**src/hw/rtl/sspg_pkg.sv**
```systemverilog
// Shared constants, register codes and types of the stride shadow prefetch generator.
// Used by the top level and by the history ring memory.
package sspg_pkg;

	localparam int NUM_CORES     = 4;
	localparam int HISTORY_DEPTH = 16;
	localparam int CORE_W        = 2;
	localparam int ADDR_W        = 64;
	localparam int IDX_W         = (HISTORY_DEPTH > 1) ? $clog2(HISTORY_DEPTH) : 1;
	localparam int FILL_W        = $clog2(HISTORY_DEPTH + 1);
	localparam int RING_DEPTH    = NUM_CORES * HISTORY_DEPTH;
	localparam int RING_AW       = (RING_DEPTH > 1) ? $clog2(RING_DEPTH) : 1;
	localparam int CONF_W        = 2;
	localparam int DEPTH_W       = 5;
	localparam int S_TDATA_W     = 72;
	localparam int PADDR_W       = 4;

	localparam logic [CONF_W-1:0] CONF_MAX    = 2'd3;
	localparam logic [CONF_W-1:0] CONF_THRESH = 2'd2;
	localparam logic [ADDR_W-1:0] FIXED_OFFSET = 64'd64;

	// warm_policy codes
	localparam logic [1:0] WP_NONE   = 2'd0;
	localparam logic [1:0] WP_NEXT   = 2'd1;
	localparam logic [1:0] WP_REPLAY = 2'd2;

	// offset_policy codes
	localparam logic [1:0] OP_FIXED  = 2'd0;
	localparam logic [1:0] OP_STRIDE = 2'd1;
	localparam logic [1:0] OP_AUTO   = 2'd2;

	// register indexes (byte address 4*i)
	localparam logic [1:0] REG_WARM_POLICY   = 2'd0;
	localparam logic [1:0] REG_REPLAY_DEPTH  = 2'd1;
	localparam logic [1:0] REG_OFFSET_POLICY = 2'd2;

	// input mode
	localparam logic MODE_LOAD = 1'b0;
	localparam logic MODE_MISP = 1'b1;

	typedef struct packed {
		logic               we;
		logic               re;
		logic [RING_AW-1:0] addr;
	} ring_req_t;

endpackage

```
**src/hw/rtl/stride_shadow_prefetch_generator.sv**
```systemverilog
// Top level of the stride shadow prefetch generator: sequencer, per-core stride state,
// shared 64-bit adder, output register and APB register file. Depends on sspg_pkg, sspg_ring.
//
// Usage:
//   Input stream s_*: s_tuser is the mode (0 committed load, 1 mispredict marker),
//   s_tdata carries the core index and the load line address. One item is taken at a
//   time; s_tready is high only while the sequencer is idle.
//   Output stream m_*: each transfer is one warm line address; m_tlast marks the final
//   address caused by an input item.
//   Sequencing: a load passes the idle and offset/emit steps, and a train step when the
//   stride detector trains (the shared adder does the emit sum and then the stride
//   difference). A mispredict passes idle and a miss step, then a read and an emit step
//   per replayed line: each line needs one registered read of the single-port history
//   memory and one adder pass. A load result shows on m_* in the cycle after its offset step.
//   Stall: when the receiver holds m_tready low, the result waits in the output
//   register and the sequencer holds in its emit step until the register frees.
//   Reset: all per-core counters and stride state clear, replay_depth reads 16, the
//   other registers 0. The history memory is not cleared; only written entries are read.
//   Registers must be written through APB only while idle; the block does not enforce it.
module stride_shadow_prefetch_generator
	import sspg_pkg::*;
(
	input  logic                 clk,
	input  logic                 arst_n,
	input  logic                 s_tvalid,
	output logic                 s_tready,
	input  logic [S_TDATA_W-1:0] s_tdata,  // [1:0] core, [65:2] line_addr, [71:66] zero
	input  logic                 s_tuser,  // [0] mode
	output logic                 m_tvalid,
	input  logic                 m_tready,
	output logic [ADDR_W-1:0]    m_tdata,  // [63:0] warm_addr
	output logic                 m_tlast,
	input  logic                 psel,
	input  logic                 penable,
	input  logic                 pwrite,
	input  logic [PADDR_W-1:0]   paddr,
	input  logic [31:0]          pwdata,
	output logic [31:0]          prdata,
	output logic                 pready
);

	typedef enum logic [5:0] {
		ST_IDLE  = 6'b000001,
		ST_LOAD  = 6'b000010,
		ST_TRAIN = 6'b000100,
		ST_MISS  = 6'b001000,
		ST_RD    = 6'b010000,
		ST_EMIT  = 6'b100000
	} state_t;

	state_t state_q, state_nxt;

	logic [1:0]         warm_policy_q;
	logic [DEPTH_W-1:0] replay_depth_q;
	logic [1:0]         offset_policy_q;

	logic [CORE_W-1:0] core_q;
	logic [ADDR_W-1:0] line_q;

	logic [IDX_W-1:0]  head_q   [NUM_CORES];
	logic [FILL_W-1:0] fill_q   [NUM_CORES];
	logic [ADDR_W-1:0] prior_q  [NUM_CORES];
	logic [ADDR_W-1:0] stride_q [NUM_CORES];
	logic [CONF_W-1:0] conf_q   [NUM_CORES];
	logic              primed_q [NUM_CORES];

	logic [FILL_W-1:0] take_q;
	logic [FILL_W-1:0] k_q;
	logic [ADDR_W-1:0] off_q;

	logic              m_tvalid_q;
	logic [ADDR_W-1:0] m_tdata_q;
	logic              m_tlast_q;

	logic [IDX_W-1:0]  cur_head;
	logic [FILL_W-1:0] cur_fill;
	logic [ADDR_W-1:0] cur_prior;
	logic [ADDR_W-1:0] cur_stride;
	logic [CONF_W-1:0] cur_conf;
	logic              cur_primed;

	logic              confident;
	logic [ADDR_W-1:0] off_sel;
	logic              off_ok;
	logic [FILL_W-1:0] depth_cl;
	logic [FILL_W-1:0] take;
	logic [IDX_W:0]    ridx_sum;
	logic [IDX_W-1:0]  ridx;
	logic [IDX_W-1:0]  ring_idx;

	logic [ADDR_W-1:0] alu_a;
	logic [ADDR_W-1:0] alu_b;
	logic              alu_cin;
	logic [ADDR_W-1:0] alu_sum;

	logic              s_core_ok;
	logic              out_free;
	logic              emit_load;
	logic              train_en;
	logic              load_go;
	logic              load_out;
	logic              emit_last;
	logic              cfg_we;

	ring_req_t         ring_req;
	logic [ADDR_W-1:0] ring_rdata;

	// current core state
	assign cur_head   = head_q[core_q];
	assign cur_fill   = fill_q[core_q];
	assign cur_prior  = prior_q[core_q];
	assign cur_stride = stride_q[core_q];
	assign cur_conf   = conf_q[core_q];
	assign cur_primed = primed_q[core_q];

	assign confident = (cur_conf >= CONF_THRESH) && (cur_stride != '0);

	always_comb begin
		off_sel = FIXED_OFFSET;
		off_ok  = 1'b1;
		case (offset_policy_q)
			OP_STRIDE: begin
				off_sel = cur_stride;
				off_ok  = confident;
			end
			OP_AUTO: begin
				if (confident) begin
					off_sel = cur_stride;
				end
			end
			default: begin
				off_sel = FIXED_OFFSET;
			end
		endcase
	end

	assign depth_cl = (replay_depth_q > DEPTH_W'(HISTORY_DEPTH)) ?
		FILL_W'(HISTORY_DEPTH) : FILL_W'(replay_depth_q);
	assign take = (depth_cl < cur_fill) ? depth_cl : cur_fill;

	// newest first: head - 1 - k, modulo ring size
	assign ridx_sum = {1'b0, cur_head} + (IDX_W+1)'(HISTORY_DEPTH - 1) - (IDX_W+1)'(k_q);
	assign ridx = (ridx_sum >= (IDX_W+1)'(HISTORY_DEPTH)) ?
		IDX_W'(ridx_sum - (IDX_W+1)'(HISTORY_DEPTH)) : IDX_W'(ridx_sum);

	// shared adder
	always_comb begin
		alu_a   = line_q;
		alu_b   = off_sel;
		alu_cin = 1'b0;
		case (state_q)
			ST_TRAIN: begin
				alu_b   = ~cur_prior;
				alu_cin = 1'b1;
			end
			ST_EMIT: begin
				alu_a = ring_rdata;
				alu_b = off_q;
			end
			default: begin
				alu_a = line_q;
			end
		endcase
	end

	assign alu_sum = alu_a + alu_b + {{(ADDR_W-1){1'b0}}, alu_cin};

	assign s_core_ok = 32'(s_tdata[CORE_W-1:0]) < 32'(NUM_CORES);
	assign out_free  = !m_tvalid_q || m_tready;
	assign emit_load = (warm_policy_q == WP_NEXT) && off_ok;
	assign train_en  = (offset_policy_q == OP_STRIDE) || (offset_policy_q == OP_AUTO);
	assign load_go   = !emit_load || out_free;
	assign emit_last = (FILL_W'(k_q + 1'b1) == take_q);
	assign load_out  = ((state_q == ST_LOAD) && emit_load && out_free) ||
		((state_q == ST_EMIT) && out_free);

	assign ring_idx      = (state_q == ST_RD) ? ridx : cur_head;
	assign ring_req.we   = (state_q == ST_LOAD) && load_go && (warm_policy_q == WP_REPLAY);
	assign ring_req.re   = (state_q == ST_RD);
	assign ring_req.addr = RING_AW'(core_q) * RING_AW'(HISTORY_DEPTH) + RING_AW'(ring_idx);

	sspg_ring u_ring (
		.clk   (clk),
		.req   (ring_req),
		.wdata (line_q),
		.rdata (ring_rdata)
	);

	always_comb begin
		state_nxt = state_q;
		unique case (state_q)
			ST_IDLE: begin
				if (s_tvalid) begin
					if (!s_core_ok) begin
						state_nxt = ST_IDLE;
					end else if (s_tuser == MODE_MISP) begin
						state_nxt = ST_MISS;
					end else begin
						state_nxt = ST_LOAD;
					end
				end
			end
			ST_LOAD: begin
				if (load_go) begin
					state_nxt = train_en ? ST_TRAIN : ST_IDLE;
				end
			end
			ST_TRAIN: begin
				state_nxt = ST_IDLE;
			end
			ST_MISS: begin
				if ((warm_policy_q == WP_REPLAY) && off_ok && (take != '0)) begin
					state_nxt = ST_RD;
				end else begin
					state_nxt = ST_IDLE;
				end
			end
			ST_RD: begin
				state_nxt = ST_EMIT;
			end
			ST_EMIT: begin
				if (out_free) begin
					state_nxt = emit_last ? ST_IDLE : ST_RD;
				end
			end
			default: begin
				state_nxt = ST_IDLE;
			end
		endcase
	end

	always_ff @(posedge clk or negedge arst_n) begin
		if (!arst_n) begin
			state_q <= ST_IDLE;
		end else begin
			state_q <= state_nxt;
		end
	end

	// item capture and replay sequencing
	always_ff @(posedge clk) begin
		if (s_tvalid && s_tready) begin
			core_q <= s_tdata[CORE_W-1:0];
			line_q <= s_tdata[CORE_W +: ADDR_W];
		end
		if (state_q == ST_MISS) begin
			take_q <= take;
			off_q  <= off_sel;
			k_q    <= '0;
		end else if ((state_q == ST_EMIT) && out_free) begin
			k_q <= FILL_W'(k_q + 1'b1);
		end
	end

	// per-core ring pointers and stride detector
	always_ff @(posedge clk or negedge arst_n) begin
		if (!arst_n) begin
			for (int i = 0; i < NUM_CORES; i++) begin
				head_q[i]   <= '0;
				fill_q[i]   <= '0;
				prior_q[i]  <= '0;
				stride_q[i] <= '0;
				conf_q[i]   <= '0;
				primed_q[i] <= 1'b0;
			end
		end else begin
			if (ring_req.we) begin
				head_q[core_q] <= (cur_head == IDX_W'(HISTORY_DEPTH - 1)) ?
					'0 : IDX_W'(cur_head + 1'b1);
				if (cur_fill < FILL_W'(HISTORY_DEPTH)) begin
					fill_q[core_q] <= FILL_W'(cur_fill + 1'b1);
				end
			end
			if (state_q == ST_TRAIN) begin
				prior_q[core_q] <= line_q;
				if (!cur_primed) begin
					primed_q[core_q] <= 1'b1;
				end else if (alu_sum != '0) begin
					if (alu_sum == cur_stride) begin
						if (cur_conf < CONF_MAX) begin
							conf_q[core_q] <= CONF_W'(cur_conf + 1'b1);
						end
					end else if (cur_conf != '0) begin
						conf_q[core_q] <= CONF_W'(cur_conf - 1'b1);
					end else begin
						stride_q[core_q] <= alu_sum;
					end
				end
			end
		end
	end

	// output register
	always_ff @(posedge clk or negedge arst_n) begin
		if (!arst_n) begin
			m_tvalid_q <= 1'b0;
		end else if (load_out) begin
			m_tvalid_q <= 1'b1;
		end else if (m_tready) begin
			m_tvalid_q <= 1'b0;
		end
	end

	always_ff @(posedge clk) begin
		if (load_out) begin
			m_tdata_q <= alu_sum;
			m_tlast_q <= (state_q == ST_LOAD) ? 1'b1 : emit_last;
		end
	end

	assign s_tready = (state_q == ST_IDLE);
	assign m_tvalid = m_tvalid_q;
	assign m_tdata  = m_tdata_q;
	assign m_tlast  = m_tlast_q;

	// register file
	assign pready = 1'b1;
	assign cfg_we = psel && penable && pwrite && pready;

	always_ff @(posedge clk or negedge arst_n) begin
		if (!arst_n) begin
			warm_policy_q   <= WP_NONE;
			replay_depth_q  <= DEPTH_W'(16);
			offset_policy_q <= OP_FIXED;
		end else if (cfg_we) begin
			unique case (paddr[3:2])
				REG_WARM_POLICY:   warm_policy_q   <= pwdata[1:0];
				REG_REPLAY_DEPTH:  replay_depth_q  <= pwdata[DEPTH_W-1:0];
				REG_OFFSET_POLICY: offset_policy_q <= pwdata[1:0];
				default: begin
				end
			endcase
		end
	end

	always_comb begin
		prdata = '0;
		unique case (paddr[3:2])
			REG_WARM_POLICY:   prdata = {30'b0, warm_policy_q};
			REG_REPLAY_DEPTH:  prdata = {{(32-DEPTH_W){1'b0}}, replay_depth_q};
			REG_OFFSET_POLICY: prdata = {30'b0, offset_policy_q};
			default:           prdata = '0;
		endcase
	end

endmodule

```
**src/hw/rtl/sspg_ring.sv**
```systemverilog
// History ring storage for all cores: one port, write or registered read per cycle.
// Depends on sspg_pkg.
module sspg_ring
	import sspg_pkg::*;
(
	input  logic              clk,
	input  ring_req_t         req,
	input  logic [ADDR_W-1:0] wdata,
	output logic [ADDR_W-1:0] rdata
);

	logic [ADDR_W-1:0] mem [RING_DEPTH];
	logic [ADDR_W-1:0] rdata_q;

	always_ff @(posedge clk) begin
		if (req.we) begin
			mem[req.addr] <= wdata;
		end
		if (req.re) begin
			rdata_q <= mem[req.addr];
		end
	end

	assign rdata = rdata_q;

endmodule

```
**config.mk**
```make
export PLATFORM = sky130hd
export DESIGN_NAME = stride_shadow_prefetch_generator
export DESIGN_NICKNAME = d
export VERILOG_FILES = /design/src/hw/rtl/sspg_pkg.sv /design/src/hw/rtl/stride_shadow_prefetch_generator.sv /design/src/hw/rtl/sspg_ring.sv
export SDC_FILE = /design/constraint.sdc
export NUM_CORES = 2
export LEC_CHECK = 0
export ABC_CLOCK_PERIOD_IN_PS = 10100
export BUFFER_PORTS_ARGS = -buffer_cell sky130_fd_sc_hd__buf_2
export CORE_AREA = 3 3 556 558
export CTS_BUF_LIST = sky130_fd_sc_hd__clkbuf_4 sky130_fd_sc_hd__clkbuf_8
export DETAILED_ROUTE_END_ITERATION = 16
export DIE_AREA = 0 0 559 561
export MAX_ROUTING_LAYER = met4
export PLACE_DENSITY = 0.79
export SLEW_MARGIN = 20
export SYNTH_ARGS = -nofsm -noshare
export SYNTH_HDL_FRONTEND = slang
export SYNTH_HIERARCHICAL = 1
export SYNTH_SLANG_ARGS = --single-unit
```
**constraint.sdc**
```tcl
create_clock -name clk -period 10.1 [get_ports clk]
set_clock_uncertainty 0.1 [all_clocks]
set_input_delay 1.515 -clock clk [delete_from_list [all_inputs] [get_ports clk]]
set_output_delay 1.515 -clock clk [all_outputs]
set_load 0.05 [all_outputs]
```
==> out/results.ini <==
[timing]
post-route-min-period_ns=9.66
maxSlewViolCount=0
setup_violations=0
rsz0062_at_grt=false
fin_setup_tns_ns=0
worstMarginPinSlew_ns=1.30
final_hold_viol_count=0
timing.final.ws_setup_ns=0.438
finalCritPeriodShare_pct=95.7
fmax_ghz=0.103
hold_ws_ns=0.255
slew_headroom_pct=10.9

[floorplanning]
start_util_pct=64.9
die_area_mm2=0.314
die-width_um=559
boundaryPins=216
die_h_um=561
core_mm2=0.305
rows=203

[detailed_routing]
route.detailed.drc=0
avgRoutedWirePerCell_um=35.9
num_vias=125293
totalWireLength_um=615000
ant_nets=0
first_iter_violations=20624
vias_per_cell=7.31
dr.pass1.iters=7

[grt]
grt_usage_pct=39.8
use_met2_pct=57.6
grtUsageMet3_pct=11.2
grt_pass1_wl_um=874000
grt_pass1_vias=124901
antenna_found_initial=36
grt_busiest_layer=met2
grt_max_degree=193
grt_overflow_total=0
gr-usage-met1_pct=51.4

[logic_synthesis]
synth_ff_type=edfxtp_1
synth_edf_count=4360
syn_area_mm2=0.198
avgSynthCellArea_um2=16.7
ys_seq_area_share_pct=73.5
synth.distinct_cells=109
ys_ff_latch=4941
yosysWarningCount=6
ys_async_sr_fraction_pct=11.7
synth_cells=11875

[setup_path]
end_kind=flip-flop
worst_path_largest_cell_delay_ns=0.74
crit_type=flip-flop to flip-flop
cp_max_fo=27
crit_arrival_ns=10.61
crit_path_frequent_cell=buf_4
cp.required_ns=11.05
slowest_stage=mux4_2
cp-start-kind=flip-flop

[clocking]
htree_levels=6
hold_buffers=0
cts_resized=0
root_buffer=clkbuf_8
cts_setup_buffers=0
clkSinkCount=4941
clockBufferDepth=4
clkLatencyLatePin_ns=1.26
clk_pin_slew_worst_paths_ns=0.06
cts_inserted_buffers=739
cts_tree=built

[power]
peakVddDrop_mv=0.241
power_leakage_uw=0.0753
p_per_area_mw_per_mm2=205

[placement]
place_area_mm2=0.206
hpwl_um=355000
port_buffers=152
routabilityCongestion=0.952
dp_worst_setup_slack_ns=0.675
dp.cells=15787

[layout]
syn_to_final_growth_pct=11.4
final_common_cell=edfxtp_1
final_cells=17145
final_cell_area_mm2=0.221
fin_nets=12625
final_cell_mix=4360 x edfxtp_1, 758 x clkbuf_8, 688 x a22oi_1
num-fill-cells=17699
layout-drive-gt1-share_pct=22.2

[run]
max_cap_viol_count=0

[outcome]
outcome=finished, final reports clean

[min_path]
hold_path.class=input pin to asynchronous set/reset pin

state kept, by name, indices dropped and copies added, names as in the netlist, 5 cells and up, named ones only:
register,count
replay_depth_q,5
head_q,16
off_q,64
take_q,5
state_q,6
k_q,5
fill_q,20
line_q,64
stride_q,256
u_ring/rdata,64
u_ring/mem,4096
m_tdata,64
prior_q,256
where the power goes:
part / leakage [uW] / switching [uW] / internal [uW] / total [uW]
clock network: 0.00773 / 7880 / 8280 / 16200
registers: 0.0473 / 125 / 23200 / 23300
logic: 0.0202 / 4240 / 1500 / 5740
critical path, delay by kind of cell, from the launching register on:
kind                     cells  cell delay (ns)
AND/OR/NAND/NOR             13             4.02
buffers and inverters        7             1.68
AO/OA/AOI/OAI                5             1.67
multiplexers                 2             1.09
flip-flops                   1             0.34
adder cells (fa/ha/maj)      1             0.28
XOR/XNOR                     1             0.22
logic make-up (layout without fill, tap and decap cells):
| group | Yosys count | after routing | synth area share [%] |
|---|---|---|---|
| flip-flops | 4941 | 4941 | 73.5 |
| buffers and inverters | 910 | 2034 | 2.14 |
| AO/OA/AOI/OAI | 2861 | 2861 | 10.6 |
| XOR/XNOR | 124 | 124 | 0.603 |
| other | 2 | 48 | 0.00379 |
| multiplexers | 1297 | 1297 | 8.73 |
| AND/OR/NAND/NOR | 1661 | 1661 | 3.91 |
| adder cells (fa/ha/maj) | 79 | 79 | 0.511 |
path summary, 6_finish.rpt:
| kind | from | to | slack (ns) | depth (start not counted) |
|---|---|---|---|---|
| max | core_q[0] | stride_q[73] | 0.44 | 29 |
| min | arst_n | prior_q[133] | 0.25 | 1 |
| max reg2reg | core_q[0] | stride_q[73] | 0.44 | 29 |
| min reg2reg | fill_q[19] | fill_q[19] | 0.37 | 1 |
| max in group asynchronous | arst_n | stride_q[51] | 7.67 | 3 |
| min in group clk | s_tdata[5] | line_q[3] | 0.35 | 1 |
through the flow:
step / util [%] / power, uW
6_report: 72.3 / 45200
4_1_cts: 72.3 / 45100
2_1_floorplan: - / 26900
3_3_place_gp: 67.4 / 29100
5_1_grt: 72.3 / 46400
3_5_place_dp: 67.5 / 29300
cells in the mapped netlist, drive strengths merged (14+ instances only):
cell type	n	share of area, %
or3	21	0.066
nand3	39	0.10
or4	19	0.072
buf	470	1.3
and3	15	0.047
nand3b	38	0.14
edfxtp	4360	66
o22ai	510	1.6
a221oi	640	2.8
dfrtp	574	7.3
a221o	96	0.49
a31oi	16	0.051
nand2	632	1.2
a222oi	29	0.15
nor4	90	0.28
o21ai	221	0.56
nor3	69	0.18
xor2	47	0.21
and2	78	0.25
nor2	479	0.91
nand4	73	0.23
o21a	18	0.068
a21o	28	0.11
clkbuf	399	0.76
o2111ai	36	0.16
mux2	750	4.7
mux4	203	2.3
a311oi	37	0.18
xnor2	71	0.33
mux2i	344	1.7
o211ai	14	0.058
o2111a	31	0.18
a21oi	329	0.83
nand2b	23	0.073
a211oi	60	0.23
nor2b	25	0.079
a22oi	688	2.6
o221ai	16	0.071
ha	76	0.48
inv	40	0.076
area by class of cell:
class                           instances  area [um2]  share of cell area [%]
Antenna cell                           20        50.0                  0.0227
Clock buffer                         1028       12500                    5.65
Clock inverter                        308        2140                   0.971
Inverter                               41         175                  0.0794
Multi-Input combinational cell       6050       49100                    22.3
Sequential cell                      4941      145000                    66.0
Tap cell                             4100        5130                    2.33
Timing Repair Buffer                  657        6030                    2.74
layer usage:
| layer | vias to the layer above | wire length, um |
|---|---|---|
| li1 | 49610 | - |
| met1 | 62058 | 207000 |
| met2 | 11156 | 274000 |
| met3 | 2469 | 91500 |
| met4 | 0 | 41400 |
| met5 | - | 0 |
Power figures use the tool's default switching activity.
